### config.mk
export PLATFORM = sky130hd
export DESIGN_NAME = framed_zero_crossing_rate
export DESIGN_NICKNAME = d
export VERILOG_FILES = /design/src/rtl/fzcr_pkg.sv /design/src/rtl/fzcr_front.sv /design/src/rtl/fzcr_queue.sv /design/src/rtl/fzcr_back.sv /design/src/rtl/framed_zero_crossing_rate.sv
export VERILOG_INCLUDE_DIRS = /design/src /design/src/rtl
export SDC_FILE = /design/constraint.sdc
export NUM_CORES = 2
export LEC_CHECK = 0
export BUFFER_PORTS_ARGS = -buffer_cell sky130_fd_sc_hd__buf_2
export CAP_MARGIN = 20
export CORE_ASPECT_RATIO = 0.8
export CORE_UTILIZATION = 35
export CTS_BUF_LIST = sky130_fd_sc_hd__clkbuf_16
export DETAILED_ROUTE_END_ITERATION = 8
export GPL_TIMING_DRIVEN = 0
export PLACE_DENSITY = 0.5
export SKIP_CTS_REPAIR_TIMING = 1
export SLEW_MARGIN = 20
export SYNTH_ARGS = -nofsm -noshare
export SYNTH_HDL_FRONTEND = slang
export SYNTH_HIERARCHICAL = 1
export SYNTH_SLANG_ARGS = --single-unit
export TNS_END_PERCENT = 30
### constraint.sdc
create_clock -name clk -period 87.4 [get_ports clk]
set_clock_uncertainty 0.15 [all_clocks]
set_input_delay 4.37 -clock clk [delete_from_list [all_inputs] [get_ports clk]]
set_output_delay 4.37 -clock clk [all_outputs]
set_load 0.01 [all_outputs]
### src/rtl/framed_zero_crossing_rate_assert.svh
// assertion macros shared by the framed zero-crossing rate modules
`ifndef FRAMED_ZERO_CROSSING_RATE_ASSERT_SVH
`define FRAMED_ZERO_CROSSING_RATE_ASSERT_SVH

`ifndef SYNTHESIS

// same-cycle implication, checked on every rising edge out of reset
`define FZCR_ASSERT_IMP(lbl, ante, cons, msg) \
    lbl: assert property (@(posedge clk) disable iff (!rst_n) (ante) |-> (cons)) \
        else $error(msg);

// next-cycle implication
`define FZCR_ASSERT_NXT(lbl, ante, cons, msg) \
    lbl: assert property (@(posedge clk) disable iff (!rst_n) (ante) |=> (cons)) \
        else $error(msg);

`else

`define FZCR_ASSERT_IMP(lbl, ante, cons, msg)
`define FZCR_ASSERT_NXT(lbl, ante, cons, msg)

`endif

`endif

### src/rtl/fzcr_pkg.sv
// shared types and constants of the framed zero-crossing rate block
`default_nettype none

package fzcr_pkg;

    // configuration port
    localparam int CFG_INDEX_BITS = 1;
    localparam int CFG_DATA_BITS  = 16;
    localparam logic [CFG_INDEX_BITS-1:0] CFG_FRAME_SIZE = 1'b0;
    localparam logic [CFG_INDEX_BITS-1:0] CFG_HOP_SIZE   = 1'b1;

    // register and field widths
    localparam int FRAME_SIZE_BITS = 11;
    localparam int HOP_BITS        = 16;
    localparam int CROSS_BITS      = 10;
    localparam int RATE_BITS       = 17;
    localparam int TOTAL_BITS      = 32;

    localparam logic [FRAME_SIZE_BITS-1:0] FRAME_SIZE_RESET = 11'd256;
    localparam logic [HOP_BITS-1:0]        HOP_SIZE_RESET   = 16'd128;

    // frame queue between front and back
    localparam int QUEUE_DEPTH    = 4;
    localparam int QUEUE_PTR_BITS = 2;
    localparam int QUEUE_CNT_BITS = 3;

    // divider sequencing
    localparam int DIV_STEP_BITS = 5;

    typedef enum logic [1:0] {
        BK_IDLE,
        BK_DIV,
        BK_HOLD
    } back_state_t;

    typedef struct packed {
        logic [QUEUE_CNT_BITS-1:0] count;
        logic                      not_empty;
    } queue_status_t;

endpackage

`default_nettype wire

### src/rtl/fzcr_front.sv
// front part: sign test, crossing marks, sliding window count and frame-end detection
`default_nettype none

module fzcr_front #(
    parameter int MAX_FRAME   = 1024,
    parameter int SAMPLE_BITS = 16,
    parameter int ADDR_BITS   = 10
) (
    input  wire logic                                 clk,
    input  wire logic                                 rst_n,
    input  wire logic [fzcr_pkg::FRAME_SIZE_BITS-1:0] frame_size,
    input  wire logic [fzcr_pkg::HOP_BITS-1:0]        hop_size,
    input  wire logic signed [SAMPLE_BITS-1:0]        sample,
    input  wire logic                                 stream_start,
    input  wire logic                                 clear_stats,
    input  wire logic                                 in_valid,
    output logic                                      in_stall,
    input  wire fzcr_pkg::queue_status_t              q_status,
    output logic                                      push,
    output logic [2*ADDR_BITS:0]                      push_data
);
    import fzcr_pkg::*;

    localparam logic [ADDR_BITS-1:0] LAST_ADDR = ADDR_BITS'(MAX_FRAME - 1);
    localparam logic [ADDR_BITS:0]   MAX_WIDE  = (ADDR_BITS + 1)'(MAX_FRAME);

    // stream state
    logic                   started_reg;
    logic                   have_prev_reg;
    logic                   prev_nonneg_reg;
    logic [ADDR_BITS-1:0]   wr_ptr_reg;
    logic [ADDR_BITS-1:0]   fill_reg;
    logic [ADDR_BITS-1:0]   span_reg;
    logic [HOP_BITS-1:0]    until_end_reg;

    // second stage
    logic                   s2_valid_reg;
    logic                   s2_mark_reg;
    logic                   s2_leave_ok_reg;
    logic                   s2_active_reg;
    logic                   s2_start_reg;
    logic                   s2_end_reg;
    logic                   s2_clear_reg;
    logic [ADDR_BITS-1:0]   s2_span_reg;
    logic                   hist_rd_reg;
    logic [ADDR_BITS-1:0]   window_reg;
    logic                   clear_pend_reg;

    // crossing mark history
    logic                   hist_mem [MAX_FRAME];

    logic                   accept;
    logic                   start;
    logic [31:0]            fs_wide;
    logic [31:0]            frame_clamped;
    logic [ADDR_BITS-1:0]   span_new;
    logic [HOP_BITS-1:0]    until_new;
    logic [HOP_BITS-1:0]    hop_m1;
    logic [ADDR_BITS-1:0]   span_eff;
    logic [ADDR_BITS-1:0]   wr_eff;
    logic [ADDR_BITS-1:0]   fill_eff;
    logic [HOP_BITS-1:0]    until_eff;
    logic                   have_prev_eff;
    logic                   nonneg;
    logic                   mark;
    logic [ADDR_BITS:0]     leave_wide;
    logic [ADDR_BITS-1:0]   leave_addr;
    logic                   leave_ok;
    logic                   frame_end;
    logic [ADDR_BITS-1:0]   wr_ptr_next;
    logic [ADDR_BITS-1:0]   fill_next;
    logic [HOP_BITS-1:0]    until_end_next;
    logic [ADDR_BITS-1:0]   window_base;
    logic [ADDR_BITS-1:0]   window_next;
    logic                   clear_pend_next;
    logic [QUEUE_CNT_BITS:0] fill_level;

    // hold off input when the queue might not take the next frame end
    assign fill_level = {1'b0, q_status.count} + (QUEUE_CNT_BITS + 1)'(push);
    assign in_stall   = fill_level >= (QUEUE_CNT_BITS + 1)'(QUEUE_DEPTH);
    assign accept     = in_valid && !in_stall;

    // frame size clamp and hop reload value
    always_comb
    begin
        fs_wide = 32'(frame_size);
        if (fs_wide == 32'd0)
            frame_clamped = 32'd1;
        else if (fs_wide > 32'(MAX_FRAME))
            frame_clamped = 32'(MAX_FRAME);
        else
            frame_clamped = fs_wide;
        span_new  = ADDR_BITS'(frame_clamped - 32'd1);
        until_new = HOP_BITS'(frame_clamped - 32'd1);
        hop_m1    = (hop_size == '0) ? '0 : hop_size - HOP_BITS'(1);
    end

    // effective state for this transfer, with stream restart applied
    assign start         = stream_start || !started_reg;
    assign span_eff      = start ? span_new : span_reg;
    assign wr_eff        = start ? '0 : wr_ptr_reg;
    assign fill_eff      = start ? '0 : fill_reg;
    assign until_eff     = start ? until_new : until_end_reg;
    assign have_prev_eff = start ? 1'b0 : have_prev_reg;

    // crossing mark
    assign nonneg = !sample[SAMPLE_BITS-1];
    assign mark   = have_prev_eff && (nonneg != prev_nonneg_reg);

    // address of the mark that leaves the window
    always_comb
    begin
        if (wr_eff >= span_eff)
            leave_wide = {1'b0, wr_eff} - {1'b0, span_eff};
        else
            leave_wide = {1'b0, wr_eff} + MAX_WIDE - {1'b0, span_eff};
        leave_addr = leave_wide[ADDR_BITS-1:0];
    end

    // leaving entry only counts once it was written in this stream
    assign leave_ok    = (fill_eff == span_eff) && (span_eff != '0);
    assign wr_ptr_next = (wr_eff == LAST_ADDR) ? '0 : wr_eff + ADDR_BITS'(1);
    assign fill_next   = (fill_eff == span_eff) ? fill_eff : fill_eff + ADDR_BITS'(1);

    // frame-end countdown
    assign frame_end      = (until_eff == '0);
    assign until_end_next = frame_end ? hop_m1 : until_eff - HOP_BITS'(1);

    // history memory, one write and one registered read per transfer
    always_ff @(posedge clk)
    begin
        if (accept)
        begin
            hist_mem[wr_eff] <= mark;
            hist_rd_reg      <= hist_mem[leave_addr];
        end
    end

    // first stage state
    always_ff @(posedge clk or negedge rst_n)
    begin
        if (!rst_n)
        begin
            started_reg     <= 1'b0;
            have_prev_reg   <= 1'b0;
            prev_nonneg_reg <= 1'b0;
            wr_ptr_reg      <= '0;
            fill_reg        <= '0;
            span_reg        <= '0;
            until_end_reg   <= '0;
        end
        else if (accept)
        begin
            started_reg     <= 1'b1;
            have_prev_reg   <= 1'b1;
            prev_nonneg_reg <= nonneg;
            wr_ptr_reg      <= wr_ptr_next;
            fill_reg        <= fill_next;
            span_reg        <= span_eff;
            until_end_reg   <= until_end_next;
        end
    end

    // stage two payload
    always_ff @(posedge clk)
    begin
        if (accept)
        begin
            s2_mark_reg     <= mark;
            s2_leave_ok_reg <= leave_ok;
            s2_active_reg   <= (span_eff != '0);
            s2_start_reg    <= start;
            s2_end_reg      <= frame_end;
            s2_clear_reg    <= clear_stats;
            s2_span_reg     <= span_eff;
        end
    end

    // window count update and frame hand-off
    always_comb
    begin
        window_base = s2_start_reg ? '0 : window_reg;
        window_next = window_base
                      + ADDR_BITS'(s2_active_reg && s2_mark_reg)
                      - ADDR_BITS'(s2_leave_ok_reg && hist_rd_reg);
        push        = s2_valid_reg && s2_end_reg;
        push_data   = {window_next, s2_span_reg, clear_pend_reg || s2_clear_reg};
        if (!s2_valid_reg)
            clear_pend_next = clear_pend_reg;
        else if (s2_end_reg)
            clear_pend_next = 1'b0;
        else
            clear_pend_next = clear_pend_reg || s2_clear_reg;
    end

    // stage two control
    always_ff @(posedge clk or negedge rst_n)
    begin
        if (!rst_n)
        begin
            s2_valid_reg   <= 1'b0;
            window_reg     <= '0;
            clear_pend_reg <= 1'b0;
        end
        else
        begin
            s2_valid_reg   <= accept;
            clear_pend_reg <= clear_pend_next;
            if (s2_valid_reg)
                window_reg <= window_next;
        end
    end

endmodule

`default_nettype wire

### src/rtl/fzcr_queue.sv
// small frame queue between the front and the divider back part
`default_nettype none

`include "framed_zero_crossing_rate_assert.svh"

module fzcr_queue #(
    parameter int WIDTH = 21
) (
    input  wire logic                    clk,
    input  wire logic                    rst_n,
    input  wire logic                    push,
    input  wire logic [WIDTH-1:0]        push_data,
    input  wire logic                    pop,
    output logic [WIDTH-1:0]             head_data,
    output fzcr_pkg::queue_status_t      status
);
    import fzcr_pkg::*;

    logic [WIDTH-1:0]          entry_reg [QUEUE_DEPTH];
    logic [QUEUE_PTR_BITS-1:0] wr_ptr_reg;
    logic [QUEUE_PTR_BITS-1:0] rd_ptr_reg;
    logic [QUEUE_CNT_BITS-1:0] count_reg;
    logic [QUEUE_CNT_BITS-1:0] count_next;

    assign head_data        = entry_reg[rd_ptr_reg];
    assign status.count     = count_reg;
    assign status.not_empty = (count_reg != '0);

    always_comb
    begin
        count_next = count_reg + QUEUE_CNT_BITS'(push) - QUEUE_CNT_BITS'(pop);
    end

    // entry storage
    always_ff @(posedge clk)
    begin
        if (push)
            entry_reg[wr_ptr_reg] <= push_data;
    end

    // pointers and fill count
    always_ff @(posedge clk or negedge rst_n)
    begin
        if (!rst_n)
        begin
            wr_ptr_reg <= '0;
            rd_ptr_reg <= '0;
            count_reg  <= '0;
        end
        else
        begin
            if (push)
                wr_ptr_reg <= wr_ptr_reg + QUEUE_PTR_BITS'(1);
            if (pop)
                rd_ptr_reg <= rd_ptr_reg + QUEUE_PTR_BITS'(1);
            count_reg <= count_next;
        end
    end

    // front flow control must keep a slot free for every frame end
    `FZCR_ASSERT_IMP(a_no_overflow, push, (count_reg < QUEUE_CNT_BITS'(QUEUE_DEPTH)), "frame queue overflow")
    `FZCR_ASSERT_IMP(a_no_underflow, pop, (count_reg != '0), "frame queue underflow")

endmodule

`default_nettype wire

### src/rtl/fzcr_back.sv
// back part: running totals, bit-serial rate divider and result register
`default_nettype none

`include "framed_zero_crossing_rate_assert.svh"

module fzcr_back #(
    parameter int ADDR_BITS = 10
) (
    input  wire logic                             clk,
    input  wire logic                             rst_n,
    input  wire fzcr_pkg::queue_status_t          q_status,
    input  wire logic [2*ADDR_BITS:0]             q_data,
    output logic                                  pop,
    output logic                                  out_valid,
    input  wire logic                             out_stall,
    output logic [fzcr_pkg::CROSS_BITS-1:0]       frame_crossings,
    output logic [fzcr_pkg::RATE_BITS-1:0]        zcr_rate,
    output logic [fzcr_pkg::TOTAL_BITS-1:0]       frame_index,
    output logic [fzcr_pkg::TOTAL_BITS-1:0]       total_crossings,
    output logic [fzcr_pkg::TOTAL_BITS-1:0]       total_frames
);
    import fzcr_pkg::*;

    localparam logic [DIV_STEP_BITS-1:0] LAST_STEP = DIV_STEP_BITS'(RATE_BITS - 1);
    localparam logic [RATE_BITS-1:0]     RATE_ONE  = RATE_BITS'(1) << (RATE_BITS - 1);

    back_state_t            state_reg;
    back_state_t            state_next;
    logic                   load;

    logic [ADDR_BITS-1:0]   cnt_reg;
    logic [ADDR_BITS-1:0]   div_reg;
    logic [ADDR_BITS:0]     rem_reg;
    logic [RATE_BITS-1:0]   quo_reg;
    logic [DIV_STEP_BITS-1:0] step_reg;
    logic [TOTAL_BITS-1:0]  frames_reg;
    logic [TOTAL_BITS-1:0]  crossings_reg;
    logic [TOTAL_BITS-1:0]  index_reg;

    logic                   out_valid_reg;
    logic [CROSS_BITS-1:0]  fc_out_reg;
    logic [RATE_BITS-1:0]   rate_out_reg;
    logic [TOTAL_BITS-1:0]  index_out_reg;
    logic [TOTAL_BITS-1:0]  cross_out_reg;
    logic [TOTAL_BITS-1:0]  frames_out_reg;

    logic [ADDR_BITS-1:0]   q_cnt;
    logic [ADDR_BITS-1:0]   q_div;
    logic                   q_clear;
    logic [TOTAL_BITS-1:0]  frames_base;
    logic [TOTAL_BITS-1:0]  crossings_base;
    logic [TOTAL_BITS:0]    frames_sum;
    logic [TOTAL_BITS:0]    crossings_sum;
    logic                   rem_ge;
    logic [ADDR_BITS:0]     rem_diff;
    logic [TOTAL_BITS-1:0]  cnt_wide;

    // queue entry fields
    assign q_cnt   = q_data[2*ADDR_BITS:ADDR_BITS+1];
    assign q_div   = q_data[ADDR_BITS:1];
    assign q_clear = q_data[0];

    // saturating totals for the frame being taken
    always_comb
    begin
        frames_base    = q_clear ? '0 : frames_reg;
        crossings_base = q_clear ? '0 : crossings_reg;
        frames_sum     = {1'b0, frames_base} + (TOTAL_BITS + 1)'(1);
        crossings_sum  = {1'b0, crossings_base} + (TOTAL_BITS + 1)'(q_cnt);
    end

    // one quotient bit per step
    assign rem_ge   = rem_reg >= {1'b0, div_reg};
    assign rem_diff = rem_ge ? rem_reg - {1'b0, div_reg} : rem_reg;

    // sequencer
    always_comb
    begin
        state_next = state_reg;
        pop        = 1'b0;
        load       = 1'b0;
        unique case (state_reg)
            BK_IDLE:
            begin
                if (q_status.not_empty)
                begin
                    pop        = 1'b1;
                    state_next = (q_div == '0) ? BK_HOLD : BK_DIV;
                end
            end
            BK_DIV:
            begin
                if (step_reg == LAST_STEP)
                    state_next = BK_HOLD;
            end
            BK_HOLD:
            begin
                if (!out_valid_reg || !out_stall)
                begin
                    load       = 1'b1;
                    state_next = BK_IDLE;
                end
            end
            default:
            begin
                state_next = BK_IDLE;
            end
        endcase
    end

    always_ff @(posedge clk or negedge rst_n)
    begin
        if (!rst_n)
            state_reg <= BK_IDLE;
        else
            state_reg <= state_next;
    end

    // totals
    always_ff @(posedge clk or negedge rst_n)
    begin
        if (!rst_n)
        begin
            frames_reg    <= '0;
            crossings_reg <= '0;
        end
        else if (pop)
        begin
            frames_reg    <= frames_sum[TOTAL_BITS] ? '1 : frames_sum[TOTAL_BITS-1:0];
            crossings_reg <= crossings_sum[TOTAL_BITS] ? '1
                                                       : crossings_sum[TOTAL_BITS-1:0];
        end
    end

    // divider datapath
    always_ff @(posedge clk)
    begin
        if (pop)
        begin
            cnt_reg   <= q_cnt;
            div_reg   <= q_div;
            rem_reg   <= {1'b0, q_cnt};
            quo_reg   <= '0;
            step_reg  <= '0;
            index_reg <= frames_base;
        end
        else if (state_reg == BK_DIV)
        begin
            rem_reg  <= {rem_diff[ADDR_BITS-1:0], 1'b0};
            quo_reg  <= {quo_reg[RATE_BITS-2:0], rem_ge};
            step_reg <= step_reg + DIV_STEP_BITS'(1);
        end
    end

    // result register
    assign cnt_wide = TOTAL_BITS'(cnt_reg);

    always_ff @(posedge clk or negedge rst_n)
    begin
        if (!rst_n)
            out_valid_reg <= 1'b0;
        else
            out_valid_reg <= load || (out_valid_reg && out_stall);
    end

    always_ff @(posedge clk)
    begin
        if (load)
        begin
            fc_out_reg     <= (cnt_wide > TOTAL_BITS'((1 << CROSS_BITS) - 1))
                              ? '1 : cnt_wide[CROSS_BITS-1:0];
            rate_out_reg   <= quo_reg;
            index_out_reg  <= index_reg;
            cross_out_reg  <= crossings_reg;
            frames_out_reg <= frames_reg;
        end
    end

    assign out_valid       = out_valid_reg;
    assign frame_crossings = fc_out_reg;
    assign zcr_rate        = rate_out_reg;
    assign frame_index     = index_out_reg;
    assign total_crossings = cross_out_reg;
    assign total_frames    = frames_out_reg;

    `FZCR_ASSERT_IMP(a_div_nonzero, (state_reg == BK_DIV), (div_reg != '0), "divide by zero in rate divider")
    `FZCR_ASSERT_IMP(a_rate_bound, (state_reg == BK_HOLD), (quo_reg <= RATE_ONE), "rate above one")
    `FZCR_ASSERT_NXT(a_index_follows, load, ((frames_out_reg == '1) || (frames_out_reg == index_out_reg + TOTAL_BITS'(1))), "frame index out of step with frame total")

endmodule

`default_nettype wire

### src/rtl/framed_zero_crossing_rate.sv
// Framed zero-crossing rate: takes one sample per cycle while in_stall is low; a frame
// end yields its result through front stage two, the frame queue and the divider.
// The back part does one frame at a time: take, 17 divider steps (none for size 1), load;
// a 4-entry frame queue absorbs bursts, and input stalls only when frame ends come faster.
// rst_n is asynchronous, active low: control state clears at once, registers take
// their reset values; the mark history is not swept, a fill count masks unwritten entries.
`default_nettype none

module framed_zero_crossing_rate #(
    parameter int MAX_FRAME   = 1024,
    parameter int SAMPLE_BITS = 16
) (
    input  wire logic                                clk,
    input  wire logic                                rst_n,
    input  wire logic                                cfg_we,
    input  wire logic [fzcr_pkg::CFG_INDEX_BITS-1:0] cfg_index,
    input  wire logic [fzcr_pkg::CFG_DATA_BITS-1:0]  cfg_data,
    input  wire logic                                in_valid,
    output logic                                     in_stall,
    input  wire logic signed [SAMPLE_BITS-1:0]       sample,
    input  wire logic                                stream_start,
    input  wire logic                                clear_stats,
    output logic                                     out_valid,
    input  wire logic                                out_stall,
    output logic [fzcr_pkg::CROSS_BITS-1:0]          frame_crossings,
    output logic [fzcr_pkg::RATE_BITS-1:0]           zcr_rate,
    output logic [fzcr_pkg::TOTAL_BITS-1:0]          frame_index,
    output logic [fzcr_pkg::TOTAL_BITS-1:0]          total_crossings,
    output logic [fzcr_pkg::TOTAL_BITS-1:0]          total_frames
);
    import fzcr_pkg::*;

    localparam int ADDR_BITS = $clog2(MAX_FRAME);
    localparam int ITEM_BITS = 2 * ADDR_BITS + 1;

    logic [FRAME_SIZE_BITS-1:0] frame_size_reg;
    logic [HOP_BITS-1:0]        hop_size_reg;

    logic                       push;
    logic [ITEM_BITS-1:0]       push_data;
    logic                       pop;
    logic [ITEM_BITS-1:0]       head_data;
    queue_status_t              q_status;

    // configuration registers
    always_ff @(posedge clk or negedge rst_n)
    begin
        if (!rst_n)
        begin
            frame_size_reg <= FRAME_SIZE_RESET;
            hop_size_reg   <= HOP_SIZE_RESET;
        end
        else if (cfg_we)
        begin
            unique case (cfg_index)
                CFG_FRAME_SIZE: frame_size_reg <= cfg_data[FRAME_SIZE_BITS-1:0];
                CFG_HOP_SIZE:   hop_size_reg   <= cfg_data[HOP_BITS-1:0];
                default:        hop_size_reg   <= hop_size_reg;
            endcase
        end
    end

    // sample side
    fzcr_front #(
        .MAX_FRAME   (MAX_FRAME),
        .SAMPLE_BITS (SAMPLE_BITS),
        .ADDR_BITS   (ADDR_BITS)
    ) u_front (
        .clk          (clk),
        .rst_n        (rst_n),
        .frame_size   (frame_size_reg),
        .hop_size     (hop_size_reg),
        .sample       (sample),
        .stream_start (stream_start),
        .clear_stats  (clear_stats),
        .in_valid     (in_valid),
        .in_stall     (in_stall),
        .q_status     (q_status),
        .push         (push),
        .push_data    (push_data)
    );

    // frame queue
    fzcr_queue #(
        .WIDTH (ITEM_BITS)
    ) u_queue (
        .clk       (clk),
        .rst_n     (rst_n),
        .push      (push),
        .push_data (push_data),
        .pop       (pop),
        .head_data (head_data),
        .status    (q_status)
    );

    // result side
    fzcr_back #(
        .ADDR_BITS (ADDR_BITS)
    ) u_back (
        .clk             (clk),
        .rst_n           (rst_n),
        .q_status        (q_status),
        .q_data          (head_data),
        .pop             (pop),
        .out_valid       (out_valid),
        .out_stall       (out_stall),
        .frame_crossings (frame_crossings),
        .zcr_rate        (zcr_rate),
        .frame_index     (frame_index),
        .total_crossings (total_crossings),
        .total_frames    (total_frames)
    );

endmodule

`default_nettype wire
-- Word-level counts from Yosys, hierarchy flattened
Memories as Yosys holds them, arrays and structs flattened. A register that Yosys moved wholly into a read port is not among the register bits.
Cells that the tools add are included.
- memory bits (writable): 1108
- memories kept: 2
- flip-flop bits (word level): 385
- logic and storage cells: 134
- memory list (memory ; depth ; width ; rd ports ; clocked after memory_dff ; write ports ; RTL line ; text):
    u_front.hist_mem ; 1024 ; 1 ; 1 ; 1 ; 1 ; fzcr_front.sv:50 ; logic hist_mem [MAX_FRAME];
    u_queue.entry_reg ; 4 ; 21 ; 1 ; 0 ; 1 ; fzcr_queue.sv:19 ; logic [WIDTH-1:0] entry_reg [QUEUE_DEPTH];
- add/sub/neg operators: 19
- $lt $le $gt $ge: 5
- bitwise operators: 1
- muxes and demuxes: 34
- reductions and logical operators: 27
- eq/ne operators: 9
- operator list (kind ; number):
    two-way mux 32 bit ; 4
    two-way mux 10 bit ; 10
    two-way mux 16 bit ; 3
    adder 32 x 1 -> 33 bit (second input constant) ; 1
    adder 32 x 10 -> 33 bit ; 1
    zero test 16 bit ; 2
    subtractor 16 x 1 -> 16 bit (second input constant) ; 2
    adder 10 x 1 -> 10 bit (second input constant) ; 3
    subtractor 10 bit ; 3
    two-way mux 11 bit ; 2
    subtractor 11 x 1 -> 12 bit (second input constant) ; 1
    greater-or-equal comparator 11 x 10 -> 1 bit ; 1
    greater-than comparator 11 bit (second input constant) ; 1
    zero test 11 bit ; 1
    adder 10 x 1 -> 10 bit ; 1
    equality test 10 bit ; 1
    equality test 10 bit (second input constant) ; 1
    greater-or-equal comparator 10 bit ; 1
    greater-than comparator 10 bit (second input constant) ; 1
    zero test 10 bit ; 1
    two-way mux 1 bit ; 10
    nonzero test 10 bit ; 1
    subtractor 10 x 1 -> 10 bit ; 1
    two-way mux 2 bit ; 4
    other kinds (22) ; 38

-- Depth between registers and ports, before layout
- word-level depth: 7
- depth in mapped cells: 27
- depth with buffers taken out: 20

-- Modules after synthesis
The synthesis kept the hierarchy.
- modules (own cells, without submodules) (module ; area an instance (sq um) ; instances ; cells each):
    fzcr_front ; 49867.8 ; 1 ; 3613
    fzcr_back ; 11616.1 ; 1 ; 921
    fzcr_queue ; 3448.3 ; 1 ; 143
    framed_zero_crossing_rate ; 1009.7 ; 1 ; 58

-- Least setup slack after synthesis
OpenSTA, ideal clock, no wires.
- path kind: input to register
- from: input stream_start
- to: memory u_front.hist_mem[0], data pin
- arrival time: 29022 ps
- path buffers: 3
- stages: 6
- slack: 53247 ps
- setup time: 4981 ps
- cell sequence: nor2b_1 -> clkinv_1 -> clkbuf_1 -> clkbuf_1 -> buf_1 -> nor2_1
- cells in the longest elaborated chain, start to end: 3
- RTL lines (item ; RTL line ; text):
    start, declared ; framed_zero_crossing_rate.sv:21 ; input wire logic stream_start,
    logical OR 1 bit ; fzcr_front.sv:99 ; assign start = stream_start || !started_reg;
    named net u_front.start ; fzcr_front.sv:53 ; logic start;
    two-way mux 1 bit ; fzcr_front.sv:104 ; assign have_prev_eff = start ? 1'b0 : have_prev_reg;
    logical AND 1 bit ; fzcr_front.sv:108 ; assign mark = have_prev_eff && (nonneg != prev_nonneg_reg);
    named net u_front.mark ; fzcr_front.sv:65 ; logic mark;
    end, declared ; fzcr_front.sv:50 ;
The timed path passes the listed nets, and every way through them passes these cells.

-- Worst setup path after layout
- from: input stream_start
- to: register u_front.hist_rd_reg (read register of u_front.hist_mem), data pin
- cells in the longest elaborated chain, start to end: 5
- elaborated cells between the ends (all ways): 8
- classes of those cells: add/sub (3); order compare (1); mux (3); reduce/logical (1)
- RTL lines (item ; RTL line ; text):
    logical OR 1 bit (*) ; fzcr_front.sv:99 ;
    two-way mux 10 bit ; fzcr_front.sv:101 ; assign wr_eff = start ? '0 : wr_ptr_reg;
    adder 10 x 1 -> 10 bit ; fzcr_front.sv:116 ; leave_wide = {1'b0, wr_eff} + MAX_WIDE - {1'b0, span_eff};
    subtractor 10 bit ; fzcr_front.sv:116 ;
    two-way mux 10 bit (*) ; fzcr_front.sv:113 ; if (wr_eff >= span_eff)
    end, declared ; fzcr_front.sv:45 ; logic hist_rd_reg;
Every way passes the cells marked *; elsewhere a longest branch is shown, timed or not.
A chain may end at the register's enable or synchronous reset.

==> flow_metrics.env <==
export IMPL_status="finished, final reports clean"
export IMPL_synth_edf_count=1310
export IMPL_final_layout_size_suffix_gt1_share_pct=17.3
export IMPL_cap_viol_max_count=0
export IMPL_synth_ff_type="edfxtp_1"
export IMPL_slew_viol_final=0
export IMPL_place_detailed_hpwl_mm=143
export IMPL_endpoint_kind="register"
export IMPL_powerDensity_nw_per_um2=33.6
export IMPL_startpoint_type="input pin"
export IMPL_via_per_inst=5.54
export IMPL_syn_inst=4735
export IMPL_min_period_ps=12940
export IMPL_pre_cts_ws_ps=74100
export IMPL_htree_levels=4
export IMPL_yosys_warnings=6
export IMPL_finalSetupViolCount=0
export IMPL_num_rows=142
export IMPL_worst_pin_slew_ps=1320
export IMPL_grt_usage_pct=22.2
export IMPL_finalNetCount=5189
export IMPL_final_cells=7733
export IMPL_max_freq_ghz=0.0773
export IMPL_dieArea_sq_um=190000
export IMPL_hold_slack_ps=268
export IMPL_grt_pass1_wl_mm=300
export IMPL_drc=0
export IMPL_crit_fanout=10
export IMPL_gp_congestion=0.919
export IMPL_fp_dieW_um=487
export IMPL_grt_setup_unrepaired="no"
export IMPL_drt_pre_antenna_iters=7
export IMPL_largest_reg_flops=1024
export IMPL_syn2layout_area_growth_pct=15.3
export IMPL_cts_sinks=1494
export IMPL_insertion_delay_ps=820
export IMPL_layout_commonest_cell="edfxtp_1"
export IMPL_place_inst=7451
export IMPL_finalHoldViolations=0
export IMPL_cts_buffer_depth=3
export IMPL_fin_crit_sh_pct=14.8
export IMPL_fin_tns_setup_ps=0
export IMPL_p_leak_nw=24.8
export IMPL_ys_async_sr_fraction_pct=10.8
export IMPL_yosysSeqAreaShare_pct=66.5
export IMPL_fin_ws_ps=74460
export IMPL_clkTransAtPathRegs_ps=60
export IMPL_synth_fp_nets=4837
export IMPL_ir_drop_v=0.0000195
export IMPL_core_area_sq_um=187000
export IMPL_path_class="in2reg"
export IMPL_antenna_found_initial=6
export IMPL_grt_start_max_net_pins=88
export IMPL_finalWirelength_mm=212
export IMPL_start_util_pct=35.2
export IMPL_dr_first_iter_drc_count=5859
export IMPL_io_buffers=149
export IMPL_root_buffer="clkbuf_16"
export IMPL_grt_overflow=0
export IMPL_crit_required_ps=87800
export IMPL_synth_distinct_cells=96
export IMPL_ys_seq_elements=1494
export IMPL_layout_common_cells="edfxtp_1 (1310), nor2_1 (1138), mux4_2 (311), nand2_1 (263), clkbuf_1 (231)"
export IMPL_vias=42900
export IMPL_relSlewSlack_pct=11.7
export IMPL_antenna_left=0
export IMPL_avgSynthCellArea_sq_um=13.9
export IMPL_cp_data_arrival_time_ps=13340
export IMPL_ios=165
export IMPL_detail_route_wl_per_cell_um=27.4
export IMPL_grt_pass1_vias=40700
export IMPL_cts_inserted_buffers=153
export IMPL_die_h_um=390
export IMPL_cts_tree="done"
export IMPL_syn_area_sq_um=65900
export IMPL_min_path_type="reg2reg"
==> worst max-delay path, cell delays in order <==
cell,delay [ps]
buf_2,110
nor2b_1,540
clkbuf_1,550
clkbuf_1,540
clkbuf_1,610
clkbuf_1,480
nand2_1,260
ha_1,280
inv_1,80
fa_1,440
buf_2,380
buf_2,470
clkbuf_2,620
clkbuf_1,970
mux4_2,480
mux2i_1,180
a222oi_1,710
a221oi_1,200
nor3_1,430
a32oi_1,110
a31oi_1,440
==> worst paths after layout <==
| check | from | end | slack [ps] | depth (start not counted) |
|---|---|---|---|---|
| setup / recovery | stream_start | u_front/hist_rd_reg | 74460 | 21 |
| hold reg to reg | u_back/index_reg[11] | u_back/frame_index[11] | 270 | 0 |
| hold / removal | u_back/index_reg[11] | u_back/frame_index[11] | 270 | 0 |
| min in group asynchronous | rst_n | u_back/crossings_reg[28] | 3370 | 1 |
| max in group asynchronous | rst_n | u_front/wr_ptr_reg[7] | 82700 | 2 |
| setup reg to reg | u_front/have_prev_reg | u_front/hist_rd_reg | 77790 | 20 |
==> Yosys cell counts (all sizes together), types with 8 or more instances <==
| library cell | n | area (sq um) |
|---|---|---|
| xnor2 | 45 | 394 |
| nor3 | 49 | 262 |
| o21a | 12 | 90.1 |
| dfxtp | 23 | 460 |
| nor4 | 17 | 143 |
| ha | 57 | 713 |
| nor2 | 1143 | 4300 |
| o21ai | 111 | 556 |
| a41oi | 8 | 77.6 |
| clkbuf | 265 | 995 |
| o211ai | 18 | 135 |
| a211o | 8 | 70.1 |
| a211oi | 14 | 105 |
| nand4 | 38 | 238 |
| nand2b | 26 | 163 |
| a31oi | 30 | 188 |
| or4 | 11 | 90.1 |
| mux4 | 314 | 7080 |
| buf | 104 | 537 |
| and3 | 32 | 200 |
| o22a | 16 | 140 |
| nand3 | 98 | 503 |
| inv | 89 | 334 |
| dfrtp | 159 | 3980 |
| mux2i | 59 | 591 |
| nor3b | 9 | 72.6 |
| and2 | 22 | 138 |
| a21o | 12 | 90.1 |
| o21bai | 12 | 90.1 |
| edfxtp | 1310 | 39300 |
| xor2 | 31 | 272 |
| mux2 | 52 | 586 |
| or3 | 13 | 91.3 |
| a21oi | 89 | 445 |
| nor2b | 52 | 325 |
| a221oi | 14 | 135 |
| nand2 | 265 | 1000 |
==> cell families after synthesis <==
family	share of synthesized area, %
and+or+nand+nor	11.7
xor gates and xnor gates	1.01
adders and majority gates	1.23
AOI/OAI and AO/OA	4.21
muxes	12.5
buffers and inverters	2.84
DFF	66.5
==> power breakdown <==
part / leakage [nW] / total (mW) / switching (mW) / internal (mW)
combinational: 8.08 / 0.988 / 0.621 / 0.366
sequential: 14.2 / 0.921 / 0.0305 / 0.890
clock: 2.51 / 0.650 / 0.293 / 0.356
total: 24.8 / 2.56 / 0.945 / 1.61
==> routing by layer <==
layer / part of all wire [%] / GRT usage (%)
met5: 0.0099 / 0
met2: 41 / 30.9
met1: 45 / 33.6
met4: 2.6 / 6.30
met3: 11 / 5.86
==> layout make-up <==
class / instances / area (sq um)
antenna: 3 / 7.51
buffer: 369 / 1580
clock buffer: 154 / 3850
clock inverter: 124 / 1050
fill: 17600 / 111000
inverter: 91 / 342
multi-input combinational: 2781 / 20400
sequential: 1494 / 43800
tap: 2520 / 3150
timing repair buffer: 197 / 1830
==> through the flow <==
step	util [%]	instance area [sq um]	total power, mW
after detailed placement	38.0	71100	1.91
after CTS	40.6	76000	2.56
after global routing	40.6	76000	2.65
final	40.6	76000	2.56
after global placement	37.3	69800	1.98
after floorplan	-	65900	1.56
No activity file was read; power rests on OpenSTA's default activity.
